## src/rtl/utfdec_pkg.sv

```systemverilog
// Shared types and constants for the UTF-16 / UTF-32 stream decoder.
// No dependencies; imported by utf16_utf32_stream_decoder_top.
package utfdec_pkg;

    typedef enum logic [1:0] {
        MODE_UTF16_LE = 2'd0,
        MODE_UTF16_BE = 2'd1,
        MODE_UTF32_LE = 2'd2,
        MODE_UTF32_BE = 2'd3
    } encoding_mode_t;

    localparam logic [31:0] MAX_SCALAR   = 32'h0010_FFFF;
    localparam logic [31:0] SURR_FIRST   = 32'h0000_D800;
    localparam logic [31:0] SURR_LAST    = 32'h0000_DFFF;
    localparam logic [31:0] BMP_LAST     = 32'h0000_FFFF;
    localparam logic [31:0] PLANE1_FIRST = 32'h0001_0000;
    localparam logic [15:0] HIGH_FIRST   = 16'hD800;
    localparam logic [15:0] HIGH_LAST    = 16'hDBFF;
    localparam logic [15:0] LOW_FIRST    = 16'hDC00;
    localparam logic [15:0] LOW_LAST     = 16'hDFFF;

    // result queue
    localparam int RESQ_DEPTH = 4;
    localparam int RESQ_AW    = $clog2(RESQ_DEPTH);

    typedef struct packed {
        logic [15:0] code_unit;
        logic        is_error;
        logic        run_last;
    } result_t;

endpackage

```

## src/rtl/utf16_utf32_stream_decoder_top.sv

```systemverilog
// Each accepted byte writes its results into the result queue registers, which drive the output.
// Throughput: one byte per cycle while each byte gives at most one result and
// m_tready stays high; a byte that completes a surrogate pair gives two results,
// which the single output port drains from a four-entry result queue (input held
// while under two entries are free). Reset (rst_n low) clears mode to UTF-16 LE
// and all text state. Uses utfdec_pkg.
module utf16_utf32_stream_decoder_top
    import utfdec_pkg::*;
(
    input  logic        clk,
    input  logic        rst_n,
    input  logic        cfg_we,
    input  logic [1:0]  cfg_wdata,      // encoding_mode
    input  logic        s_tvalid,
    output logic        s_tready,
    input  logic [7:0]  s_tdata,        // [7:0] data_byte
    input  logic        s_tlast,        // end_of_text
    output logic        m_tvalid,
    input  logic        m_tready,
    output logic [15:0] m_tdata,        // [15:0] code_unit
    output logic        m_tuser,        // is_error
    output logic        m_tlast         // run_last
);

    encoding_mode_t mode_reg;
    logic [1:0]  pos_reg, pos_next;
    logic [31:0] asm_reg, asm_next;
    logic [15:0] pend_reg, pend_next;
    logic        have_pend_reg, have_pend_next;
    logic        err_latched_reg, err_latched_next;

    result_t              resq_reg [RESQ_DEPTH];
    logic [RESQ_AW-1:0]   wr_ptr_reg, rd_ptr_reg;
    logic [RESQ_AW:0]     count_reg;

    logic        in_fire, out_fire;
    logic        wide, little, complete, err;
    logic [31:0] base, asm_val, v32;
    logic [15:0] v16;
    logic [19:0] w;
    logic        v16_hi, v16_lo;
    logic [1:0]  n_push;
    result_t     res0, res1;

    assign in_fire  = s_tvalid && s_tready;
    assign out_fire = m_tvalid && m_tready;
    assign s_tready = (count_reg <= (RESQ_AW+1)'(RESQ_DEPTH - 2));

    assign wide   = mode_reg[1];
    assign little = !mode_reg[0];

    always_comb
    begin
        base    = (pos_reg == 2'd0) ? 32'd0 : asm_reg;
        asm_val = little ? (base | ({24'd0, s_tdata} << {pos_reg, 3'b000}))
                         : {base[23:0], s_tdata};
        complete = wide ? (pos_reg == 2'd3) : (pos_reg != 2'd0);
        v32    = asm_val;
        v16    = asm_val[15:0];
        w      = 20'(v32 - PLANE1_FIRST);
        v16_hi = (v16 >= HIGH_FIRST) && (v16 <= HIGH_LAST);
        v16_lo = (v16 >= LOW_FIRST) && (v16 <= LOW_LAST);

        err            = 1'b0;
        n_push         = 2'd0;
        res0           = '0;
        res1           = '0;
        pos_next       = complete ? 2'd0 : 2'(pos_reg + 2'd1);
        asm_next       = asm_val;
        pend_next      = pend_reg;
        have_pend_next = have_pend_reg;
        err_latched_next = err_latched_reg;

        if (complete)
        begin
            if (wide)
            begin
                if (have_pend_reg || v32 > MAX_SCALAR
                    || (v32 >= SURR_FIRST && v32 <= SURR_LAST))
                    err = 1'b1;
                else if (v32 <= BMP_LAST)
                begin
                    res0.code_unit = v32[15:0];
                    n_push = 2'd1;
                end
                else
                begin
                    res0.code_unit = HIGH_FIRST + {6'd0, w[19:10]};
                    res1.code_unit = LOW_FIRST + {6'd0, w[9:0]};
                    n_push = 2'd2;
                end
            end
            else if (have_pend_reg)
            begin
                if (v16_lo)
                begin
                    res0.code_unit = pend_reg;
                    res1.code_unit = v16;
                    n_push         = 2'd2;
                    have_pend_next = 1'b0;
                    pend_next      = '0;
                end
                else
                    err = 1'b1;
            end
            else if (v16_hi)
            begin
                pend_next      = v16;
                have_pend_next = 1'b1;
            end
            else if (v16_lo)
                err = 1'b1;
            else
            begin
                res0.code_unit = v16;
                n_push = 2'd1;
            end
        end

        // truncated unit or dangling high surrogate at end of text
        if (!err && s_tlast && (!complete || have_pend_next))
            err = 1'b1;

        if (err)
        begin
            res0   = '{code_unit: 16'd0, is_error: 1'b1, run_last: 1'b1};
            n_push = 2'd1;
            err_latched_next = !s_tlast;
            pos_next       = 2'd0;
            asm_next       = '0;
            pend_next      = '0;
            have_pend_next = 1'b0;
        end
        else
        begin
            if (n_push == 2'd1)
                res0.run_last = 1'b1;
            if (n_push == 2'd2)
                res1.run_last = 1'b1;
            if (s_tlast)
            begin
                pos_next       = 2'd0;
                asm_next       = '0;
                pend_next      = '0;
                have_pend_next = 1'b0;
            end
        end

        // drop bytes until end of text once an error has been reported
        if (err_latched_reg)
        begin
            n_push         = 2'd0;
            pos_next       = pos_reg;
            asm_next       = asm_reg;
            pend_next      = pend_reg;
            have_pend_next = have_pend_reg;
            err_latched_next = 1'b1;
            if (s_tlast)
            begin
                pos_next       = 2'd0;
                asm_next       = '0;
                pend_next      = '0;
                have_pend_next = 1'b0;
                err_latched_next = 1'b0;
            end
        end
    end

    always_ff @(posedge clk or negedge rst_n)
    begin
        if (!rst_n)
        begin
            mode_reg        <= MODE_UTF16_LE;
            pos_reg         <= '0;
            asm_reg         <= '0;
            pend_reg        <= '0;
            have_pend_reg   <= 1'b0;
            err_latched_reg <= 1'b0;
        end
        else
        begin
            if (cfg_we)
                mode_reg <= encoding_mode_t'(cfg_wdata);
            if (in_fire)
            begin
                pos_reg         <= pos_next;
                asm_reg         <= asm_next;
                pend_reg        <= pend_next;
                have_pend_reg   <= have_pend_next;
                err_latched_reg <= err_latched_next;
            end
        end
    end

    // result queue: up to two writes, one read per cycle
    logic [1:0] n_wr;
    assign n_wr = in_fire ? n_push : 2'd0;

    always_ff @(posedge clk or negedge rst_n)
    begin
        if (!rst_n)
        begin
            wr_ptr_reg <= '0;
            rd_ptr_reg <= '0;
            count_reg  <= '0;
        end
        else
        begin
            wr_ptr_reg <= RESQ_AW'(wr_ptr_reg + RESQ_AW'(n_wr));
            if (out_fire)
                rd_ptr_reg <= RESQ_AW'(rd_ptr_reg + RESQ_AW'(1));
            count_reg <= (RESQ_AW+1)'(count_reg + (RESQ_AW+1)'(n_wr)
                                     - (RESQ_AW+1)'(out_fire));
        end
    end

    always_ff @(posedge clk)
    begin
        if (n_wr != 2'd0)
            resq_reg[wr_ptr_reg] <= res0;
        if (n_wr == 2'd2)
            resq_reg[RESQ_AW'(wr_ptr_reg + RESQ_AW'(1))] <= res1;
    end

    result_t head;
    assign head     = resq_reg[rd_ptr_reg];
    assign m_tvalid = (count_reg != '0);
    assign m_tdata  = head.code_unit;
    assign m_tuser  = head.is_error;
    assign m_tlast  = head.run_last;

    // queue never overfills
    a_count_bound: assert property (@(posedge clk) disable iff (!rst_n)
        count_reg <= (RESQ_AW+1)'(RESQ_DEPTH))
        else $error("result queue overflow");

    // error results carry a zero unit and close the byte's results
    a_err_shape: assert property (@(posedge clk) disable iff (!rst_n)
        (m_tvalid && m_tuser) |-> (m_tdata == 16'd0 && m_tlast))
        else $error("malformed error result");

    // end of text leaves a clean decoder
    a_eot_clear: assert property (@(posedge clk) disable iff (!rst_n)
        (in_fire && s_tlast) |=>
            (pos_reg == 2'd0 && !have_pend_reg && !err_latched_reg))
        else $error("state not cleared at end of text");

    // dropping bytes after an error gives no results
    a_drop_silent: assert property (@(posedge clk) disable iff (!rst_n)
        (in_fire && err_latched_reg) |=> (count_reg <= $past(count_reg)))
        else $error("result produced while dropping");

endmodule
```

## config.mk

```make
export PLATFORM = sky130hd
export DESIGN_NAME = utf16_utf32_stream_decoder_top
export DESIGN_NICKNAME = d
export VERILOG_FILES = /design/src/rtl/utfdec_pkg.sv /design/src/rtl/utf16_utf32_stream_decoder_top.sv
export SDC_FILE = /design/constraint.sdc
export NUM_CORES = 1
export LEC_CHECK = 0
export ABC_CLOCK_PERIOD_IN_PS = 4000
export BUFFER_PORTS_ARGS = -buffer_cell sky130_fd_sc_hd__buf_2
export CAP_MARGIN = 15
export CELL_PAD_IN_SITES_DETAIL_PLACEMENT = 2
export CELL_PAD_IN_SITES_GLOBAL_PLACEMENT = 2
export CORE_ASPECT_RATIO = 0.9
export CORE_MARGIN = 2
export CORE_UTILIZATION = 25
export DETAILED_ROUTE_END_ITERATION = 10
export PLACE_DENSITY = 0.51
export SKIP_LAST_GASP = 1
export SYNTH_ARGS = -nofsm -noshare
export SYNTH_HDL_FRONTEND = slang
export SYNTH_SLANG_ARGS = --single-unit
export TNS_END_PERCENT = 50
```

## constraint.sdc

```tcl
create_clock -name clk -period 4 [get_ports clk]
set_clock_uncertainty 0.15 [all_clocks]
set_input_delay 0.4 -clock clk [delete_from_list [all_inputs] [get_ports clk]]
set_output_delay 0.4 -clock clk [all_outputs]
set_load 0.01 [all_outputs]
```

======== Yosys cells after proc, flatten, opt, wreduce, memory -nomap -nowiden ========
Memories as Yosys holds them, arrays and structs flattened.
Index checks and enable logic that the tools add are counted.
operators by class
  add/sub/neg operators ................... 9
  multipliers ............................. 0
  divide/modulo/power cells ............... 0
  magnitude comparators ................... 9
  equality and inequality tests ........... 7
  shift operators ......................... 1
  multiplexer cells ....................... 74
  bitwise operators ....................... 1
  reduce and logical (&&, ||, !) cells .... 21
operators with widths
  kind                                                                 number
  2-to-1 mux 16 bit                                                    23
  2-to-1 mux 32 bit                                                    6
  less-or-equal comparator 32 x 16 -> 1 bit, second input constant     2
  adder 15 x 11 -> 16 bit, first input constant                        2
  greater-or-equal comparator 16 bit, second input constant            2
  greater-or-equal comparator 32 x 16 -> 1 bit, second input constant  1
  greater-than comparator 32 x 21 -> 1 bit, second input constant      1
  less-or-equal comparator 16 bit, second input constant               2
  OR 32 bit                                                            1
  << shifter 8 x 5 -> 32 bit                                           1
  2-to-1 mux 1 bit                                                     30
  2-to-1 mux 2 bit                                                     14
  subtractor 20 x 17 -> 20 bit, second input constant                  1
  2-to-1 mux 17 bit                                                    1
  logical AND 1 bit                                                    7
  adder 2 x 1 -> 2 bit, second input constant                          3
  equality test 2 bit, second input constant                           3
  AND reduction 6 bit                                                  1
  nonzero test 3 bit                                                   2
  inequality test 4 x 2 -> 1 bit, second input constant                1
  nonzero test 2 bit                                                   2
  nonzero test 4 bit                                                   1
  adder 3 x 2 -> 3 bit                                                 1
  less-or-equal comparator 3 x 2 -> 1 bit, second input constant       1
  other kinds (9)                                                      13
word-level totals
  register bits after elaboration ......... 61
  bits in latches ......................... 0
  bits in writable memories ............... 72
  memory bits (read-only) ................. 0
  input port bits ......................... 16
  output and inout port bits .............. 20
  logic and storage cells ................. 132
  memories ................................ 1
memory list
  memory    words  bits a word  read ports  clocked after Yosys merged registers in  wr ports  RTL line                              source
  resq_reg  4      18           1           0                                        2         utf16_utf32_stream_decoder_top.sv:32  result_t resq_reg [RESQ_DEPTH];

======== Longest topological paths before layout ========
Gate-level depths: netlist (run 1).
  depth in word-level cells ............... 21
  gate-level depth with buffers ........... 22
  gate-level depth less buffers ........... 18

======== Least setup slack after synthesis (run 1) ========
No wires, ideal clock.
  path type ............................... reg2reg
  start ................................... register pos_reg[0]
  end ..................................... register count_reg[2]
  setup time .............................. 0.123 ns
  arrival ................................. 4.138 ns
  required time ........................... 3.727 ns
  path slack .............................. -0.410 ns
  stages on the path, launching flop included .. 23
  path buffers ............................ 4
  clock period less this slack ............ 4.410 ns
  cells stage by stage .................... dfrtp_1 buf_6 inv_1 ha_1 buf_2 buf_2 clkbuf_1 o21ai_0 inv_1 ha_1 o31a_1 o211a_1 a22o_1 o21ba_4 or2_2 o21ai_0 ha_1 inv_1 ha_1 inv_1 fa_1 xor2_1 xnor2_1
between the ends
  cells in the longest elaborated chain, start to end .. 20
  elaborated cells between the ends (all ways) .. 51
  those cells by class .................... 2 x add/sub; 8 x order compare; 1 x eq/ne; 1 x shift; 26 x mux; 1 x bitwise; 12 x reduce/logical
RTL lines
  element                                                                                      RTL line                               source
  start: declaration                                                                           utf16_utf32_stream_decoder_top.sv:26   logic [1:0] pos_reg, pos_next;
  start signal: assignment                                                                     utf16_utf32_stream_decoder_top.sv:186  pos_reg <= pos_next;
  parallel branches: the longest is 15 deep, another holds greater-or-equal comparator 16 bit  n/a
  2-to-1 mux 2 bit (*)                                                                         utf16_utf32_stream_decoder_top.sv:124  if (err)
  2-to-1 mux 2 bit (*)                                                                         utf16_utf32_stream_decoder_top.sv:150  if (err_latched_reg)
  2-to-1 mux 2 bit (*)                                                                         utf16_utf32_stream_decoder_top.sv:197  assign n_wr = in_fire ? n_push : 2'd0;
  adder 3 x 2 -> 3 bit (*)                                                                     utf16_utf32_stream_decoder_top.sv:212  count_reg <= (RESQ_AW+1)'(count_reg + (RESQ_AW+1)'(n_wr)
  subtractor 3 x 1 -> 3 bit (*)                                                                utf16_utf32_stream_decoder_top.sv:213  - (RESQ_AW+1)'(out_fire));
  end signal: assignment                                                                       utf16_utf32_stream_decoder_top.sv:212
  end: declaration                                                                             utf16_utf32_stream_decoder_top.sv:34   logic [RESQ_AW:0] count_reg;
Mark *: on every way between the ends.
A chain may end at the register's enable or synchronous reset.

======== Final worst setup path (run 1) ========
  start ................................... register mode_reg[0]
  end ..................................... register count_reg[2]
between the ends
  cells in the longest elaborated chain, start to end .. 17
  elaborated cells between the ends (all ways) .. 43
  those cells by class .................... 2 x add/sub; 8 x order compare; 24 x mux; 9 x reduce/logical
RTL lines
  element                                                                                RTL line                               source
  start: declaration                                                                     utf16_utf32_stream_decoder_top.sv:25   encoding_mode_t mode_reg;
  start signal: assignment                                                               utf16_utf32_stream_decoder_top.sv:183  mode_reg <= encoding_mode_t'(cfg_wdata);
  2-to-1 mux 32 bit (*)                                                                  utf16_utf32_stream_decoder_top.sv:55   asm_val = little ? (base | ({24'd0, s_tdata} << {pos_reg, 3'b000}))
  greater-or-equal comparator 16 bit or less-or-equal comparator 16 bit (tied branches)  utf16_utf32_stream_decoder_top.sv:62   v16_lo = (v16 >= LOW_FIRST) && (v16 <= LOW_LAST);
  logical AND 1 bit                                                                      utf16_utf32_stream_decoder_top.sv:62
  2-to-1 mux 1 bit                                                                       utf16_utf32_stream_decoder_top.sv:111  else if (v16_lo)
  2-to-1 mux 1 bit                                                                       utf16_utf32_stream_decoder_top.sv:106  else if (v16_hi)
  2-to-1 mux 1 bit                                                                       utf16_utf32_stream_decoder_top.sv:93   else if (have_pend_reg)
  2-to-1 mux 1 bit                                                                       utf16_utf32_stream_decoder_top.sv:76   if (wide)
  2-to-1 mux 1 bit                                                                       utf16_utf32_stream_decoder_top.sv:74   if (complete)
  zero test 1 bit                                                                        utf16_utf32_stream_decoder_top.sv:121  if (!err && s_tlast && (!complete || have_pend_next))
  logical AND 1 bit (2 in series)                                                        utf16_utf32_stream_decoder_top.sv:121
  2-to-1 mux 1 bit                                                                       utf16_utf32_stream_decoder_top.sv:121
  2-to-1 mux 2 bit (*)                                                                   utf16_utf32_stream_decoder_top.sv:124
  2-to-1 mux 2 bit (*)                                                                   utf16_utf32_stream_decoder_top.sv:150
  2-to-1 mux 2 bit (*)                                                                   utf16_utf32_stream_decoder_top.sv:197
  adder 3 x 2 -> 3 bit (*)                                                               utf16_utf32_stream_decoder_top.sv:212
  subtractor 3 x 1 -> 3 bit (*)                                                          utf16_utf32_stream_decoder_top.sv:213
Every way passes the cells marked *; elsewhere a longest branch is shown, timed or not.

==> flow_metrics.tcl, run 1 <==
set metrics [dict create \
    cp.required_ps 4200 \
    instances_no_fill 1126 \
    status "finished clean" \
    most-common-layout-cells "edfxtp_1 (68), buf_4 (67), dfrtp_1 (60)" \
    drt_wl_total_um 26510 \
    finalPower_w 0.005892 \
    design_area_um2 9116 \
    slew_violations 0 \
    avgSynthCellArea_um2 11.43 \
    fp.dieW_um 184.2 \
    synthFlopType "edfxtp_1" \
    largest_reg_flops 72 \
    cts_tree "done" \
    grt_pass1_vias 6374 \
    placed_cell_area_um2 8238 \
    hold_violations 0 \
    synth_seq_area_share 0.4995 \
    p_clk_frac 0.285 \
    power.density_nw_per_um2 646.4 \
    worstRegToRegCells 18 \
    drtIter0Drc 376 \
    rsz0062_at_grt "yes" \
    cp-endpoint "count_reg[2]$_DFF_PN0_" \
    swShare 0.3886 \
    synthArstFlopShare 0.4586 \
    wl_met1_um 12920 \
    grt-ovfl-total 0 \
    firstDrtPassIters 5 \
    syn-cell-area_um2 7305 \
    cts_buffers 17 \
    final_common_cell "edfxtp_1" \
    startpoint_type "register" \
    placed_cells 1078 \
    clk_pin_slew_ps 70 \
    max-clock-path-buffers 2 \
    post_drt_wl_per_cell_um 23.54 \
    root_buffer "clkbuf_16" \
    fin_util 0.3158 \
    cp.arrival_ps 4090 \
    comb_power_share 0.389 \
    top_layer "met4" \
    start_util 0.2531 \
    worstSetupStartpoint "mode_reg[0]$_DFFE_PN0P_" \
    die_y_um 166.2 \
    finalCritPeriodShare 0.9724 \
    antenna_found_initial 0 \
    r2r-end "count_reg[2]$_DFF_PN0_" \
    worst_slew_pin_slew_ps 1043 \
    rrSetupSlack_ps 110 \
    p_leak_nw 3.455 \
    fin_crit_ps 3890 \
    p_switching_w 0.002290 \
    cp_max_fo 8 \
    num_vias 5821 \
    rows 59 \
    synth_nets 663 \
    grt_pass1_wl_um 41050 \
    detail-route-antenna-nets 0 \
    synth_seq_cells 133 \
    yosys-top-cells-area "edfxtp_1 (28%), dfrtp_1 (21%), mux4_2 (5.5%)" \
    met3_wirelength_um 529 \
    h-tree-depth 4 \
    layout.nets 741 \
    avgViaCountPerCell 5.170 \
    io_pins 36 \
    dpl.hpwl_um 18800 \
    crit_type "register to register" \
    track_usage 0.1782 \
    ys_warn_count 0 \
    worstHoldPathType "input port to register" \
    wl_met2_um 12780 \
    worstReg2RegStart "mode_reg[0]$_DFFE_PN0P_" \
    synth.distinct_cells 78 \
    synth_top_area_cell "edfxtp_1" \
    gp_congestion 0.7912 \
    area_growth_pct 24.80 \
    core_um2 28860 \
    fp.dieArea_um2 30600 \
    port_buffers 35 \
    syn_inst 639 \
    antenna_cells 0 \
    drc 0 \
    clock_sinks 133 \
    fmax_mhz 257.1 \
    slew-limit-headroom 0.3044 \
    nFillCells 3115 \
    synth-edff-count 68 \
    cap_violations 0 \
    min_delay_path_depth 2 \
    p_seq_frac 0.327 \
    layout-drive-gt1-share 0.2890 \
    grt_max_degree 36 \
    internal_power_w 0.003602 \
    setup_viol_count_final 0 \
    ir_worst_vdd_mv 0.2891 \
    yosysTopAreaCellShare 0.2795 \
    critPathCaptureType "register" \
    insertion_delay_ps 430 \
]
-- cells in the mapped netlist (all sizes together), types with 3 or more instances --
cell     count
a21o        17
a21oi       15
a221o       10
a22o        41
a22oi       12
a31oi        5
a32o        12
and2         5
and3         4
buf         32
clkbuf      19
dfrtp       61
dfxtp        4
edfxtp      68
ha           7
inv         25
mux2i       15
mux4        18
nand2       50
nand2b       9
nand3        7
nor2        23
nor2b        3
nor3        10
nor3b        3
nor4         3
o211ai       6
o21ai       57
o22ai       43
o2bb2ai      4
o31ai        4
or2          6
xnor2        4
xor2         3
-- logic make-up after synthesis --
kind of cell	Yosys count	share of synthesized area
AOI/OAI and AO/OA	247	0.2511
and+or+nand+nor	133	0.09764
DFF	133	0.4995
buffers and inverters	76	0.04950
muxes	35	0.07914
adders and majority gates	8	0.01473
xor gates and xnor gates	7	0.008393
-- how the worst min path moves through the flow --
stage	start	endpoint	slack, ps
after detailed placement	pend_reg[11]$_DFFE_PN0P_	pend_reg[11]$_DFFE_PN0P_	320
final	cfg_wdata[0]	mode_reg[0]$_DFFE_PN0P_	50
after global placement	pend_reg[12]$_DFFE_PN0P_	pend_reg[12]$_DFFE_PN0P_	310
after global routing	cfg_wdata[0]	mode_reg[0]$_DFFE_PN0P_	50
after CTS	cfg_wdata[0]	mode_reg[0]$_DFFE_PN0P_	40
after floorplan	rst_n	asm_reg[0]$_DFFE_PN0P_	-50
-- worst max-delay path, stage by stage (launching register included) --
cell and delay [ps]:
dfrtp_2 430, buf_4 160, clkbuf_16 160, buf_4 140, mux2i_1 150, o2bb2ai_1 230
o211ai_1 190, a211o_1 330, o211ai_1 120, o21ba_4 190, or2_4 240, o21ai_4 180
ha_4 220, inv_1 50, ha_1 120, inv_1 50, fa_2 330, xor2_1 170
xnor2_1 180
-- power groups by stage --
stage / logic, W / clock network (W) / registers, W
after floorplan: 0.00149 / 0 / 0.00181
after global placement: 0.00217 / 0 / 0.00194
after global routing: 0.00251 / 0.00176 / 0.00196
final: 0.00229 / 0.00168 / 0.00193
after detailed placement: 0.00221 / 0 / 0.00195
after CTS: 0.00222 / 0.00171 / 0.00193
-- repair_timing --
action	CTS	global route
pin swaps	0	15
endpoints found under the setup margin	1	125
resized for setup	1	27
hold buffers	1	0
hold endpoints to repair	28	0
setup buffers	0	14
cloned	0	1
-- area by class of cell --
type,instances,area (µm²),area share
repair buffers,110,815.8,0.08949
inverters,25,96.34,0.01057
well taps,396,495.5,0.05435
clock buffers,17,425.4,0.04666
multi-input cells,430,3447,0.3781
clock inverters,15,186.4,0.02045
flip-flops and latches,133,3650,0.4004
-- per-stage QoR --
step                setup TNS [ps]  hold WS (ps)  worst slack (ps)
global placement                 0         311.0             93.11
detailed placement          -2.135         320.1            -2.135
CTS                              0         35.47             8.618
finish                           0         45.76             110.3
global route                -68.23         50.31            -68.23
floorplan                        0        -45.59             5.711
-- metal layers --
metal,vias up,GRT usage
met5,-,0
met4,0,0.04209
met3,20,0.02478
met2,74,0.2861
met1,3071,0.2537
li1,2656,-
(Power assumes the default switching activity.)
==> inputs of run 2 (changes only) <==
Settings changed: ABC_AREA set to 1, PLACE_DENSITY 0.51 to 0.56.
==> flow_metrics.tcl, run 2 <==
set metrics [dict create \
    status "finished clean" \
    slew_violations 0 \
    crit_type "register to register" \
    synthArstFlopShare 0.4586 \
    layout.nets 1033 \
    worstReg2RegStart "pos_reg[1]$_DFFE_PN0P_" \
    synth_most_common_cell "nand2_1" \
    fin_setup_tns_ps 0 \
    ir_worst_vdd_mv 0.3488 \
    antenna_found_initial 0 \
    grt_pass1_wl_um 49060 \
    largest_reg_flops 72 \
    cp_num_buf_inv 5 \
    fin_util 0.3035 \
    io_pins 36 \
    rsz0062_at_grt "no" \
    rows 60 \
    worst_slew_pin_slew_ps 1035 \
    grt-ovfl-total 0 \
    comb_power_share 0.426 \
    cp_max_fo 21 \
    antenna_cells 0 \
    gp_congestion 0.7650 \
    avgViaCountPerCell 5.051 \
    port_buffers 35 \
    synth.distinct_cells 46 \
    synth_nets 982 \
    drc 0 \
    fin_crit_ps 3741 \
    cts_buffers 17 \
    syn-cell-area_um2 7686 \
    yosys-top-cells-area "edfxtp_1 (27%), dfrtp_1 (20%), nand2_1 (8.9%)" \
    grt_max_degree 40 \
    clk_pin_slew_ps 60 \
    ys_warn_count 0 \
    p_seq_frac 0.309 \
    hold_violations 0 \
    synth-edff-count 68 \
    detail-route-antenna-nets 0 \
    worstHoldPathType "input port to register" \
    startpoint_type "register" \
    drtIter0Drc 368 \
    slowest_stage "dfrtp_1" \
    slew-limit-headroom 0.3093 \
    fp.dieArea_um2 32170 \
    die_y_um 170.3 \
    firstDrtPassIters 6 \
    synth_seq_area_share 0.4747 \
    path_cells "clkinv_2 -> ha_4 -> inv_2 -> buf_12 -> a21oi_1 -> a21oi_2 -> nand2_1 -> nor2_2 -> nand3_1 -> nand2_2 -> nand3_1 -> nand3_1 -> nand2_1 -> nand3_2 -> nand2_4 -> ha_1 -> inv_1 -> ha_1 -> inv_1 -> fa_2 -> xnor2_2 -> xor2_1" \
    post_drt_wl_per_cell_um 22.03 \
    track_usage 0.2044 \
    p_clk_frac 0.264 \
    p_leak_nw 3.603 \
    path_common_cell "nand3_1" \
    worstSetupStartpoint "pos_reg[1]$_DFFE_PN0P_" \
    fp.dieW_um 188.8 \
    fmax_mhz 267.3 \
    final_common_cell "nand2_1" \
    num_vias 7188 \
    root_buffer "clkbuf_16" \
    yosysTopAreaCellShare 0.2657 \
    max-clock-path-buffers 2 \
    hp-start "cfg_wdata[0]" \
    area_growth_pct 18.87 \
    cts_tree "done" \
    synth_seq_cells 133 \
    critPathTopFamily "simple AND/OR/NAND/NOR gates" \
    start_util 0.2553 \
    drt_wl_total_um 31350 \
    p_switching_w 0.002547 \
    dpl.hpwl_um 21970 \
    rrSetupSlack_ps 260 \
    h-tree-depth 4 \
    cap_violations 0 \
    insertion_delay_ps 440 \
    finalCritPeriodShare 0.9354 \
    critPathCaptureType "register" \
    clock_sinks 133 \
    cp.required_ps 4150 \
    netlist_top_cells_count "nand2_1 (182), nor2_1 (131), o21ai_0 (97)" \
    synthFlopType "edfxtp_1" \
    most-common-layout-cells "nand2_1 (180), nor2_1 (128), o21ai_0 (95)" \
    syn_inst 958 \
    internal_power_w 0.003481 \
    avgSynthCellArea_um2 8.023 \
    swShare 0.4225 \
    synth_top_area_cell "edfxtp_1" \
    crit_path_max_incr_delay_ps 380 \
    cp.arrival_ps 3900 \
    setup_viol_count_final 0 \
    grt_pass1_vias 7772 \
    power.density_nw_per_um2 659.8 \
    placed_cell_area_um2 8478 \
    core_um2 30100 \
    layout-drive-gt1-share 0.1627 \
    design_area_um2 9136 \
]
run 2: through the flow:
stage	hold slack (ps)	std cells	setup slack, ps	total power, W
after global routing	55.13	1423	36.09	0.006462
after global placement	317.2	1390	214.4	0.004390
after detailed placement	321.6	1390	60.36	0.004443
final	27.37	1423	258.5	0.006028
after floorplan	-45.59	958	7.924	0.003379
after CTS	12.36	1421	9.075	0.006069
run 2: repair_timing:
action / in CTS / in global routing
setup buffers: 0 / 2
endpoints found under the hold margin: 22 / 0
resized for setup: 1 / 15
pin swaps: 0 / 5
hold buffers: 1 / 0
gates cloned: 0 / 0
endpoints found under the setup margin: 1 / 90
run 2: final cells by class:
cell class / instances / area (µm²)
clock inverter: 11 / 135.1
timing repair buffer: 89 / 608.1
fill: 3431 / 20970
multi-input combinational: 686 / 3498
sequential: 133 / 3649
clock buffer: 19 / 432.9
tap: 403 / 504.2
inverter: 82 / 309.0
run 2: per-layer routing:
| layer | up-vias | GRT usage | part of all wire |
|---|---|---|---|
| met3 | 11 | 0.03258 | 0.028 |
| li1 | 3370 | - | - |
| met1 | 3717 | 0.3000 | 0.52 |
| met2 | 90 | 0.3191 | 0.45 |
| met4 | 0 | 0.03601 | 0.0063 |
| met5 | - | 0 | 0 |
run 2: worst paths after layout:
| kind | to | cells past startpoint |
|---|---|---|
| worst max-delay path | count_reg[2]$_DFF_PN0_ | 22 |
| min in group asynchronous | asm_reg[30]$_DFFE_PN0P_ | 2 |
| worst min register to register | pend_reg[11]$_DFFE_PN0P_ | 2 |
| worst max register to register | count_reg[2]$_DFF_PN0_ | 22 |
| worst min-delay path | mode_reg[0]$_DFFE_PN0P_ | 3 |
| max in group asynchronous | pend_reg[8]$_DFFE_PN0P_ | 3 |
run 2: power by group through the flow:
stage	logic, W	registers [W]	clock network, W
detailed placement	0.00255	0.00189	0
global route	0.00287	0.00190	0.00169
global placement	0.00251	0.00188	0
CTS	0.00257	0.00187	0.00163
finish	0.00257	0.00187	0.00159
floorplan	0.00154	0.00184	0
run 2: worst register-to-register path, delay by kind of cell, from the launching register on:
family	cells	cell delay, ps
AND/OR/NAND/NOR	9	1010
adder cells (fa/ha/maj)	4	990
buffers and inverters	5	470
flip-flops	1	380
AO/OA/AOI/OAI	2	320
XOR/XNOR	2	290
run 2: logic make-up after synthesis:
group,synth area share
flip-flops,0.4747
XOR/XNOR,0.009116
buffers and inverters,0.07895
AO/OA/AOI/OAI,0.1890
AND/OR/NAND/NOR,0.2343
adder cells (fa/ha/maj),0.01400
